File: config.mk
export PLATFORM = sky130hd
export DESIGN_NAME = linear_interp_rational_resampler_flat
export DESIGN_NICKNAME = d
export VERILOG_FILES = /design/src/rtl/lirr_pkg.sv /design/src/rtl/lirr_req_if.sv /design/src/rtl/lirr_rsp_if.sv /design/src/rtl/lirr_csr_if.sv /design/src/rtl/lirr_ctrl.sv /design/src/rtl/lirr_datapath.sv /design/src/rtl/linear_interp_rational_resampler.sv /design/src/flat_wrapper.sv
export SDC_FILE = /design/constraint.sdc
export NUM_CORES = 1
export LEC_CHECK = 0
export BUFFER_PORTS_ARGS = -buffer_cell sky130_fd_sc_hd__clkbuf_2
export CORE_MARGIN = 4
export CORE_UTILIZATION = 50
export DETAILED_ROUTE_END_ITERATION = 6
export PLACE_DENSITY = 0.76
export SLEW_MARGIN = 5
export SYNTH_ARGS = -nofsm -noshare
export SYNTH_HDL_FRONTEND = slang
export SYNTH_HIERARCHICAL = 1
export SYNTH_SLANG_ARGS = --single-unit
File: constraint.sdc
create_clock -name clock -period 6.4 [get_ports clock]
set_input_delay 0.64 -clock clock [delete_from_list [all_inputs] [get_ports clock]]
set_output_delay 0.64 -clock clock [all_outputs]
set_load 0.02 [all_outputs]
File: src/rtl/lirr_pkg.sv
// Shared constants, register indexes and control structs of the linear-interpolation resampler.
package lirr_pkg;

   localparam int DEFAULT_MAX_FACTOR  = 16;
   localparam int DEFAULT_SAMPLE_BITS = 16;

   localparam int FACTOR_WIDTH   = 5;
   localparam int PHASE_BITS     = 4;
   localparam int PHASE_LIMIT    = 16;
   localparam int CSR_INDEX_BITS = 1;

   localparam logic [FACTOR_WIDTH-1:0] UP_FACTOR_RESET   = 5'd2;
   localparam logic [FACTOR_WIDTH-1:0] DOWN_FACTOR_RESET = 5'd3;

   localparam logic [CSR_INDEX_BITS-1:0] CSR_UP_FACTOR   = 1'b0;
   localparam logic [CSR_INDEX_BITS-1:0] CSR_DOWN_FACTOR = 1'b1;

   // controller -> datapath
   typedef struct packed {
      logic accept;
      logic div_step;
      logic setup;
      logic point_step;
      logic flush;
   } cmd_type;

   // datapath -> controller
   typedef struct packed {
      logic                    first_pending;
      logic                    kept;
      logic                    held_valid;
      logic                    push_ok;
      logic [FACTOR_WIDTH-1:0] m_eff;
   } status_type;

endpackage

File: src/rtl/lirr_req_if.sv
// Input sample channel.
interface lirr_req_if #(
   parameter int SAMPLE_BITS = lirr_pkg::DEFAULT_SAMPLE_BITS
) ();
   logic                          valid;
   logic                          ready;
   logic signed [SAMPLE_BITS-1:0] sample_in;
   logic                          stream_end;

   modport source (output valid, output sample_in, output stream_end, input ready);
   modport sink   (input valid, input sample_in, input stream_end, output ready);
endinterface

File: src/rtl/lirr_rsp_if.sv
// Result sample channel.
interface lirr_rsp_if #(
   parameter int SAMPLE_BITS = lirr_pkg::DEFAULT_SAMPLE_BITS
) ();
   logic                          valid;
   logic                          ready;
   logic signed [SAMPLE_BITS-1:0] sample_out;
   logic                          run_last;

   modport source (output valid, output sample_out, output run_last, input ready);
   modport sink   (input valid, input sample_out, input run_last, output ready);
endinterface

File: src/rtl/lirr_csr_if.sv
// Configuration register write channel.
interface lirr_csr_if ();
   logic                                  valid;
   logic                                  ready;
   logic [lirr_pkg::CSR_INDEX_BITS-1:0]   index;
   logic [lirr_pkg::FACTOR_WIDTH-1:0]     data;

   modport source (output valid, output index, output data, input ready);
   modport sink   (input valid, input index, input data, output ready);
endinterface

File: src/rtl/lirr_ctrl.sv
// Sequencer of the resampler: divide, set up, walk the points, flush the held item.
module lirr_ctrl #(
   parameter int SAMPLE_BITS = lirr_pkg::DEFAULT_SAMPLE_BITS
) (
   input  logic                 clock,
   input  logic                 reset,
   input  logic                 req_valid,
   output logic                 req_ready,
   input  lirr_pkg::status_type status,
   output lirr_pkg::cmd_type    cmd
);
   localparam int DIV_CNT_BITS = $clog2(SAMPLE_BITS);
   localparam int W            = lirr_pkg::FACTOR_WIDTH;

   typedef enum logic [2:0] {
      ST_IDLE,
      ST_DIV,
      ST_SETUP,
      ST_POINT,
      ST_FLUSH
   } state_type;

   state_type               state_ff, state_in;
   logic [DIV_CNT_BITS-1:0] div_cnt_ff, div_cnt_in;
   logic [W-1:0]            pts_ff, pts_in;
   logic                    stall;

   assign req_ready = (state_ff == ST_IDLE);
   assign stall     = status.kept && status.held_valid && !status.push_ok;

   always_comb begin
      state_in   = state_ff;
      div_cnt_in = div_cnt_ff;
      pts_in     = pts_ff;
      cmd        = '0;
      case (state_ff)
         ST_IDLE: begin
            if (req_valid) begin
               cmd.accept = 1'b1;
               div_cnt_in = '0;
               state_in   = status.first_pending ? ST_SETUP : ST_DIV;
            end
         end
         ST_DIV: begin
            cmd.div_step = 1'b1;
            div_cnt_in   = div_cnt_ff + 1'b1;
            if (div_cnt_ff == DIV_CNT_BITS'(SAMPLE_BITS - 1)) begin
               state_in = ST_SETUP;
            end
         end
         ST_SETUP: begin
            cmd.setup = 1'b1;
            pts_in    = status.first_pending ? W'(1) : status.m_eff;
            state_in  = ST_POINT;
         end
         ST_POINT: begin
            if (!stall) begin
               cmd.point_step = 1'b1;
               pts_in         = pts_ff - 1'b1;
               if (pts_ff == W'(1)) begin
                  state_in = ST_FLUSH;
               end
            end
         end
         ST_FLUSH: begin
            if (!status.held_valid || status.push_ok) begin
               cmd.flush = 1'b1;
               state_in  = ST_IDLE;
            end
         end
         default: begin
            state_in = ST_IDLE;
         end
      endcase
   end

   always_ff @(posedge clock) begin
      if (reset) begin
         state_ff   <= ST_IDLE;
         div_cnt_ff <= '0;
         pts_ff     <= '0;
      end else begin
         state_ff   <= state_in;
         div_cnt_ff <= div_cnt_in;
         pts_ff     <= pts_in;
      end
   end

   a_point_count_nonzero: assert property (@(posedge clock) disable iff (reset)
      state_ff == ST_POINT |-> pts_ff != '0)
      else $error("point walk entered with no points left");

   a_first_skips_divide: assert property (@(posedge clock) disable iff (reset)
      state_ff == ST_DIV |-> !status.first_pending)
      else $error("divider started on the first sample of a stream");

   a_flush_goes_idle: assert property (@(posedge clock) disable iff (reset)
      cmd.flush |=> state_ff == ST_IDLE)
      else $error("flush did not end the item");

endmodule

File: src/rtl/lirr_datapath.sv
// Datapath: config registers, serial divider, incremental interpolator, hold and output registers.
module lirr_datapath #(
   parameter int MAX_FACTOR  = lirr_pkg::DEFAULT_MAX_FACTOR,
   parameter int SAMPLE_BITS = lirr_pkg::DEFAULT_SAMPLE_BITS
) (
   input  logic                                clock,
   input  logic                                reset,
   input  logic signed [SAMPLE_BITS-1:0]       req_sample_in,
   input  logic                                req_stream_end,
   input  logic                                csr_write,
   input  logic [lirr_pkg::CSR_INDEX_BITS-1:0] csr_index,
   input  logic [lirr_pkg::FACTOR_WIDTH-1:0]   csr_data,
   input  logic                                rsp_ready,
   output logic                                rsp_valid,
   output logic signed [SAMPLE_BITS-1:0]       rsp_sample_out,
   output logic                                rsp_run_last,
   input  lirr_pkg::cmd_type                   cmd,
   output lirr_pkg::status_type                status
);
   localparam int SB = SAMPLE_BITS;
   localparam int W  = lirr_pkg::FACTOR_WIDTH;
   localparam int PB = lirr_pkg::PHASE_BITS;

   function automatic logic [W-1:0] clamp_factor(input logic [W-1:0] v, input int hi);
      logic [W-1:0] r;
      r = v;
      if (v == '0) begin
         r = W'(1);
      end else if (int'(v) > hi) begin
         r = W'(hi);
      end
      return r;
   endfunction

   // configuration
   logic [W-1:0] up_ff, down_ff;
   logic [W-1:0] m_eff, l_eff;

   // stream state
   logic signed [SB-1:0] prev_ff, cur_ff;
   logic                 end_ff;
   logic                 first_ff;
   logic [PB-1:0]        phase_ff;

   // divider: dividend shifts out the top while quotient bits enter the bottom
   logic [SB-1:0] div_ff, div_in;
   logic [W-1:0]  rem_ff, rem_in;
   logic          neg_ff;

   // interpolator: current point is acc_q + acc_r / M
   logic signed [SB:0]   dq_ff, dq_in;
   logic [W-1:0]         dr_ff, dr_in;
   logic signed [SB+1:0] acc_q_ff, acc_q_in;
   logic [W-1:0]         acc_r_ff, acc_r_in;

   // one kept point held back until it is known whether it closes the run
   logic                 held_valid_ff;
   logic signed [SB-1:0] held_ff;

   logic                 rsp_valid_ff;
   logic signed [SB-1:0] rsp_sample_ff;
   logic                 rsp_last_ff;

   logic signed [SB:0]   delta;
   logic [SB:0]          delta_mag;
   logic [W:0]           trial;
   logic                 trial_ge;
   logic [SB:0]          q_ext;
   logic [W:0]           r_sum;
   logic                 wrap;
   logic [W-1:0]         r_next;
   logic signed [SB+1:0] q_next;
   logic [W:0]           two_r;
   logic                 round_up;
   logic signed [SB+1:0] point_full;
   logic signed [SB-1:0] point_val;
   logic [PB:0]          phase_inc;
   logic [PB-1:0]        phase_next;
   logic                 kept;
   logic                 push_ok;
   logic                 push;

   assign m_eff   = clamp_factor(up_ff, MAX_FACTOR);
   assign l_eff   = clamp_factor(down_ff, lirr_pkg::PHASE_LIMIT);
   assign kept    = (phase_ff == '0);
   assign push_ok = !rsp_valid_ff || rsp_ready;
   // the held point moves to the output register
   assign push    = held_valid_ff && ((cmd.point_step && kept) || cmd.flush);

   assign status.first_pending = first_ff;
   assign status.kept          = kept;
   assign status.held_valid    = held_valid_ff;
   assign status.push_ok       = push_ok;
   assign status.m_eff         = m_eff;

   assign rsp_valid      = rsp_valid_ff;
   assign rsp_sample_out = rsp_sample_ff;
   assign rsp_run_last   = rsp_last_ff;

   always_comb begin
      delta     = (SB+1)'(req_sample_in) - (SB+1)'(prev_ff);
      delta_mag = delta[SB] ? -delta : delta;
   end

   always_comb begin
      trial    = {rem_ff, div_ff[SB-1]};
      trial_ge = (trial >= {1'b0, m_eff});
      rem_in   = trial_ge ? W'(trial - {1'b0, m_eff}) : trial[W-1:0];
      div_in   = {div_ff[SB-2:0], trial_ge};
   end

   // floor division of the step between samples: delta = dq*M + dr, 0 <= dr < M
   always_comb begin
      q_ext = {1'b0, div_ff};
      if (first_ff) begin
         dq_in    = '0;
         dr_in    = '0;
         acc_q_in = (SB+2)'(cur_ff);
      end else begin
         if (neg_ff && (rem_ff != '0)) begin
            dq_in = -(q_ext + 1'b1);
            dr_in = m_eff - rem_ff;
         end else if (neg_ff) begin
            dq_in = -q_ext;
            dr_in = '0;
         end else begin
            dq_in = q_ext;
            dr_in = rem_ff;
         end
         acc_q_in = (SB+2)'(prev_ff);
      end
      acc_r_in = '0;
   end

   // next point and its rounding, ties away from zero
   always_comb begin
      r_sum      = {1'b0, acc_r_ff} + {1'b0, dr_ff};
      wrap       = (r_sum >= {1'b0, m_eff});
      r_next     = wrap ? W'(r_sum - {1'b0, m_eff}) : r_sum[W-1:0];
      q_next     = acc_q_ff + (SB+2)'(dq_ff) + {{(SB+1){1'b0}}, wrap};
      two_r      = {r_next, 1'b0};
      round_up   = q_next[SB+1] ? (two_r > {1'b0, m_eff}) : (two_r >= {1'b0, m_eff});
      point_full = q_next + {{(SB+1){1'b0}}, round_up};
      point_val  = point_full[SB-1:0];
   end

   always_comb begin
      phase_inc  = {1'b0, phase_ff} + 1'b1;
      phase_next = (phase_inc >= (PB+1)'(l_eff)) ? '0 : phase_inc[PB-1:0];
   end

   always_ff @(posedge clock) begin
      if (reset) begin
         up_ff    <= lirr_pkg::UP_FACTOR_RESET;
         down_ff  <= lirr_pkg::DOWN_FACTOR_RESET;
         prev_ff  <= '0;
         first_ff <= 1'b1;
         phase_ff <= '0;
      end else begin
         if (csr_write) begin
            case (csr_index)
               lirr_pkg::CSR_UP_FACTOR:   up_ff   <= csr_data;
               lirr_pkg::CSR_DOWN_FACTOR: down_ff <= csr_data;
               default: ;
            endcase
         end
         if (cmd.point_step) begin
            phase_ff <= phase_next;
         end
         if (cmd.flush) begin
            if (end_ff) begin
               prev_ff  <= '0;
               first_ff <= 1'b1;
               phase_ff <= '0;
            end else begin
               prev_ff  <= cur_ff;
               first_ff <= 1'b0;
            end
         end
      end
   end

   always_ff @(posedge clock) begin
      if (cmd.accept) begin
         cur_ff <= req_sample_in;
         end_ff <= req_stream_end;
         div_ff <= delta_mag[SB-1:0];
         rem_ff <= '0;
         neg_ff <= delta[SB];
      end else if (cmd.div_step) begin
         div_ff <= div_in;
         rem_ff <= rem_in;
      end
      if (cmd.setup) begin
         dq_ff    <= dq_in;
         dr_ff    <= dr_in;
         acc_q_ff <= acc_q_in;
         acc_r_ff <= acc_r_in;
      end else if (cmd.point_step) begin
         acc_q_ff <= q_next;
         acc_r_ff <= r_next;
      end
   end

   always_ff @(posedge clock) begin
      if (reset) begin
         held_valid_ff <= 1'b0;
         rsp_valid_ff  <= 1'b0;
      end else begin
         if (cmd.point_step && kept) begin
            held_valid_ff <= 1'b1;
         end else if (cmd.flush && held_valid_ff) begin
            held_valid_ff <= 1'b0;
         end
         if (push) begin
            rsp_valid_ff <= 1'b1;
         end else if (rsp_valid_ff && rsp_ready) begin
            rsp_valid_ff <= 1'b0;
         end
      end
   end

   always_ff @(posedge clock) begin
      if (cmd.point_step && kept) begin
         held_ff <= point_val;
         if (held_valid_ff) begin
            rsp_sample_ff <= held_ff;
            rsp_last_ff   <= 1'b0;
         end
      end else if (cmd.flush && held_valid_ff) begin
         rsp_sample_ff <= held_ff;
         rsp_last_ff   <= 1'b1;
      end
   end

   a_push_into_free_slot: assert property (@(posedge clock) disable iff (reset)
      (cmd.point_step && kept && held_valid_ff) || (cmd.flush && held_valid_ff) |-> push_ok)
      else $error("item pushed over an output item not yet taken");

   a_idle_has_no_held: assert property (@(posedge clock) disable iff (reset)
      cmd.accept |-> !held_valid_ff)
      else $error("held point left over from the previous item");

   a_divider_remainder: assert property (@(posedge clock) disable iff (reset)
      cmd.setup && !first_ff |-> rem_ff < m_eff)
      else $error("divider remainder not below the factor");

   a_phase_in_range: assert property (@(posedge clock) disable iff (reset)
      cmd.point_step |=> (phase_ff == '0) || ((PB+1)'(phase_ff) < (PB+1)'(l_eff)))
      else $error("keep phase escaped its period");

endmodule

File: src/rtl/linear_interp_rational_resampler.sv
// Top level of the linear-interpolation rational resampler.
//
// Channels: req carries one input item (sample_in, stream_end); rsp carries
// result items (sample_out, run_last); csr writes up_factor (index 0) and
// down_factor (index 1) and is always ready. Write csr only while idle.
// Each input sample walks M = up_factor interpolated points between the
// held sample and itself (only the sample itself for the first of a
// stream); every down_factor-th point of the running index is sent, and
// the last one sent for an input carries run_last.
// Per item the controller divides (not for a stream's first sample),
// sets up, walks the points and flushes the held point. The divider
// makes one quotient bit per cycle to split the sample step by M; then
// one point a cycle unless a stall on rsp holds the walk. A new item is
// taken once the last kept point is in the output register. A stream's
// first sample goes through setup, point walk and flush only.
// A stall on rsp holds the walk when a second kept point meets a full
// output register. Reset empties the block, sets up_factor 2 and
// down_factor 3, and awaits a first sample.
module linear_interp_rational_resampler #(
   parameter int MAX_FACTOR  = lirr_pkg::DEFAULT_MAX_FACTOR,
   parameter int SAMPLE_BITS = lirr_pkg::DEFAULT_SAMPLE_BITS
) (
   input logic         clock,
   input logic         reset,
   lirr_req_if.sink    req,
   lirr_rsp_if.source  rsp,
   lirr_csr_if.sink    csr
);
   lirr_pkg::cmd_type    cmd;
   lirr_pkg::status_type status;
   logic                 req_ready;

   assign req.ready = req_ready;
   assign csr.ready = 1'b1;

   lirr_ctrl #(
      .SAMPLE_BITS (SAMPLE_BITS)
   ) u_ctrl (
      .clock     (clock),
      .reset     (reset),
      .req_valid (req.valid),
      .req_ready (req_ready),
      .status    (status),
      .cmd       (cmd)
   );

   lirr_datapath #(
      .MAX_FACTOR  (MAX_FACTOR),
      .SAMPLE_BITS (SAMPLE_BITS)
   ) u_datapath (
      .clock          (clock),
      .reset          (reset),
      .req_sample_in  (req.sample_in),
      .req_stream_end (req.stream_end),
      .csr_write      (csr.valid),
      .csr_index      (csr.index),
      .csr_data       (csr.data),
      .rsp_ready      (rsp.ready),
      .rsp_valid      (rsp.valid),
      .rsp_sample_out (rsp.sample_out),
      .rsp_run_last   (rsp.run_last),
      .cmd            (cmd),
      .status         (status)
   );

endmodule

File: src/flat_wrapper.sv
// flat-port wrapper written by rule: the top's interface ports become plain ports
module linear_interp_rational_resampler_flat 
#(
   parameter int MAX_FACTOR  = lirr_pkg::DEFAULT_MAX_FACTOR,
   parameter int SAMPLE_BITS = lirr_pkg::DEFAULT_SAMPLE_BITS
)
  (clock, reset, req_valid, req_sample_in, req_stream_end, req_ready, rsp_valid, rsp_sample_out, rsp_run_last, rsp_ready, csr_valid, csr_index, csr_data, csr_ready);
  lirr_req_if #(.SAMPLE_BITS(SAMPLE_BITS)) req_i ();
  lirr_rsp_if #(.SAMPLE_BITS(SAMPLE_BITS)) rsp_i ();
  lirr_csr_if csr_i ();
  input logic clock;
  input logic reset;
  input wire logic [$bits(req_i.valid)-1:0] req_valid;
  input wire logic [$bits(req_i.sample_in)-1:0] req_sample_in;
  input wire logic [$bits(req_i.stream_end)-1:0] req_stream_end;
  output wire logic [$bits(req_i.ready)-1:0] req_ready;
  output wire logic [$bits(rsp_i.valid)-1:0] rsp_valid;
  output wire logic [$bits(rsp_i.sample_out)-1:0] rsp_sample_out;
  output wire logic [$bits(rsp_i.run_last)-1:0] rsp_run_last;
  input wire logic [$bits(rsp_i.ready)-1:0] rsp_ready;
  input wire logic [$bits(csr_i.valid)-1:0] csr_valid;
  input wire logic [$bits(csr_i.index)-1:0] csr_index;
  input wire logic [$bits(csr_i.data)-1:0] csr_data;
  output wire logic [$bits(csr_i.ready)-1:0] csr_ready;
  assign req_i.valid = req_valid;
  assign req_i.sample_in = req_sample_in;
  assign req_i.stream_end = req_stream_end;
  assign req_ready = req_i.ready;
  assign rsp_valid = rsp_i.valid;
  assign rsp_sample_out = rsp_i.sample_out;
  assign rsp_run_last = rsp_i.run_last;
  assign rsp_i.ready = rsp_ready;
  assign csr_i.valid = csr_valid;
  assign csr_i.index = csr_index;
  assign csr_i.data = csr_data;
  assign csr_ready = csr_i.ready;
  linear_interp_rational_resampler #(.MAX_FACTOR(MAX_FACTOR), .SAMPLE_BITS(SAMPLE_BITS)) u_core (.clock(clock), .reset(reset), .req(req_i), .rsp(rsp_i), .csr(csr_i));
endmodule
==> impl_metrics.env <==
export IMPL_syn_inst=1060
export IMPL_worstSetupStartpointType="register"
export IMPL_routed_wl_um=21700
export IMPL_clk_latency_ps=430
export IMPL_rr_worst_depth=26
export IMPL_outcome="complete, no violations"
export IMPL_setup_violations=0
export IMPL_ir_drop_mv=0.226
export IMPL_synthDistinctLibCells=89
export IMPL_grt_max_degree=50
export IMPL_hpwl_um=15800
export IMPL_synth_warnings=6
export IMPL_synth_seq_cells=162
export IMPL_clock_path_buffers=2
export IMPL_antennaDiodeCount=0
export IMPL_synth_avg_cell_area_um2=9.69
export IMPL_cts_max_level=4
export IMPL_leakage_nw=4.49
export IMPL_fp_dieArea_mm2=0.0229
export IMPL_ios=48
export IMPL_hp_class="primary input to register"
export IMPL_r2r_end="u_core/u_datapath/held_ff[11]"
export IMPL_finalClockSkew_ps=7.89
export IMPL_place_inst=1337
export IMPL_core_mm2=0.0202
export IMPL_die_w_um=151
export IMPL_hold_end="u_core/u_datapath/end_ff"
export IMPL_vias=7894
export IMPL_whs_path_depth=1
export IMPL_ant_nets=0
export IMPL_port_buffer_count=46
export IMPL_cp_max_fo=7
export IMPL_path_clk_slew_ps=60
export IMPL_drtIter0Drc=656
export IMPL_clockRootBuffer="clkbuf_16"
export IMPL_synth_edf_count=107
export IMPL_cts_buffers=17
export IMPL_period_needed_ps=5950
export IMPL_cts_tree="done"
export IMPL_worstMarginPinSlew_ps=996
export IMPL_reg2reg_from="u_core/u_datapath/dr_ff[0]"
export IMPL_hold_violations=0
export IMPL_yosysSeqAreaShare_pct=42.0
export IMPL_critPathCaptureType="register"
export IMPL_final_cells=1369
export IMPL_ff2ff_setup_slack_ps=450
export IMPL_grt_pass1_vias=7320
export IMPL_cts_sinks=162
export IMPL_most_common_layout_cells="nor2_1 (114), edfxtp_1 (107), nand2_1 (74)"
export IMPL_finalCritPeriodShare_pct=93.0
export IMPL_antenna_found_initial=1
export IMPL_clock_fmax_mhz=168
export IMPL_synthArstFlopShare_pct=0
export IMPL_wl_per_cell_um=15.9
export IMPL_cp_arrival_ps=6090
export IMPL_die_h_um=151
export IMPL_initial_core_util_pct=50.8
export IMPL_fillers=1696
export IMPL_synth_net_count=1164
export IMPL_routabilityCongestion=0.888
export IMPL_area_delta_synth_final_pct=10.4
export IMPL_maxCapViolations=0
export IMPL_tns_ps=0
export IMPL_rsz0062_at_grt="false"
export IMPL_crit_required_ps=6540
export IMPL_slew_violations=0
export IMPL_drive_gt1_share_pct=11.3
export IMPL_grt_ovfl_total=0
export IMPL_worst_setup_path_type="register to register"
export IMPL_slew_headroom_pct=33.6
export IMPL_first_pass_iters=5
export IMPL_grt_pass1_wl_um=35500
export IMPL_cts_setup_buffers=0
export IMPL_final_common_cell="nor2_1"
export IMPL_grtUsageTotal_pct=19.3
export IMPL_power_density_mw_per_mm2=525
export IMPL_drc=0
export IMPL_synth_area_mm2=0.0103
export IMPL_nets=1190
export IMPL_num_rows=52
export IMPL_hold_start="req_stream_end"
export IMPL_synth_ff_type="edfxtp_1"
export IMPL_vias_per_cell=5.77
## worst max path at each step
stage	startpoint	end	slack [ps]	cells after the start
4_1_cts	u_core/u_datapath/dr_ff[0]	u_core/u_datapath/held_ff[14]	280	26
3_3_place_gp	u_core/u_datapath/dr_ff[0]	u_core/u_datapath/held_ff[14]	490	26
2_1_floorplan	u_core/u_datapath/dr_ff[0]	u_core/u_datapath/held_ff[14]	940	26
3_5_place_dp	u_core/u_datapath/dr_ff[0]	u_core/u_datapath/held_ff[10]	310	26
5_1_grt	u_core/u_datapath/dr_ff[0]	u_core/u_datapath/held_ff[14]	40	26
6_report	u_core/u_datapath/dr_ff[0]	u_core/u_datapath/held_ff[11]	450	26
## layer usage
metal	up-vias	GRT usage (%)	share of wire, %
li1	3922	-	-
met1	3722	26.7	48
met2	206	31.0	46
met3	42	3.08	4.6
met4	2	6.48	1.9
met5	-	0	0.060
## timing repair
action	4_1_cts	5_1_grt
setup endpoints to repair	0	6
resized for setup	0	3
hold buffers	0	0
## flip-flops by register name, summed over array words and instances, names as in the netlist, 3 cells and up
signal and count:
u_core/u_datapath/rsp_sample_out 16, u_core/u_datapath/dr_ff 5, u_core/u_datapath/acc_r_ff 5, u_core/u_ctrl/state_ff 3, u_core/u_datapath/held_ff 16, u_core/u_datapath/cur_ff 16, u_core/u_datapath/down_ff 5, u_core/u_datapath/acc_q_ff 18
u_core/u_datapath/rem_ff 5, u_core/u_datapath/prev_ff 16, u_core/u_datapath/dq_ff 17, u_core/u_datapath/div_ff 16, u_core/u_datapath/phase_ff 4, u_core/u_ctrl/pts_ff 5, u_core/u_ctrl/div_cnt_ff 4, u_core/u_datapath/up_ff 5
## cell type report
cell class,instances,area [µm²],share of cell area (%)
multi-input cells,778,5500,48.5
clock inverters,8,123,1.08
clock buffers,24,513,4.52
repair buffers,52,275,2.43
well taps,270,338,2.98
inverters,75,282,2.48
flip-flops and latches,162,4320,38.0
## cells by family (layout without fill, tap and decap cells)
group,Yosys count,after routing,synth area share (%)
AND/OR/NAND/NOR,337,337,16.4
other,1,1,0.0365
buffers and inverters,120,159,4.74
AO/OA/AOI/OAI,262,262,17.9
adder cells (fa/ha/maj),76,76,9.77
flip-flops,162,162,42.0
multiplexers,28,28,2.87
XOR/XNOR,74,74,6.31
## synthesized netlist by cell type (11+ instances only)
library cell	number	area [µm²]
inv_1	72	270
a211oi_1	11	82.6
edfxtp_1	107	3210
a21o_1	17	128
o21ai_0	46	230
and3_1	11	68.8
xnor2_1	44	385
a21oi_1	67	335
mux2i_1	22	220
nor3_1	25	125
dfxtp_1	55	1100
ha_1	69	863
nand3_1	28	140
o21a_1	12	90.1
a22oi_1	20	150
xor2_1	30	263
nand2b_1	14	87.6
nor2_1	114	428
clkbuf_1	29	109
or3_1	11	68.8
nand2_1	74	278
## report_power, final
group	total (mW)	internal, mW	switching [mW]
Sequential	1.85	1.64	0.208
Combinational	3.02	1.18	1.84
Clock	1.09	0.679	0.406
Total	5.95	3.50	2.46
## stage by stage
stage	setup WS, ps	utilization, %	total power, mW	cell area (µm²)	hold slack [ps]
2_1_floorplan	944	-	4.11	10300	400
3_3_place_gp	490	52.8	4.68	10700	403
3_5_place_dp	305	52.8	4.77	10700	405
4_1_cts	281	56.0	5.90	11300	389
5_1_grt	42.8	56.1	6.39	11300	393
6_report	450	56.1	5.95	11300	397
## critical path: stages (launching register included)
cell,delay (ps)
edfxtp_1,370
ha_1,240
fa_1,410
a21o_1,190
a21oi_1,160
xnor2_1,160
ha_1,300
nand3_1,90
nor2_1,50
a2111o_1,430
nor2_4,210
inv_1,80
fa_1,390
a21oi_1,220
o211ai_1,180
nand2_1,150
o31ai_1,90
a41oi_1,290
a21oi_1,120
xnor2_1,190
a21oi_1,160
ha_1,180
and3_1,170
inv_1,90
or3_1,410
nor3_1,260
xnor2_1,100
No activity file was read; power rests on OpenSTA's default activity.
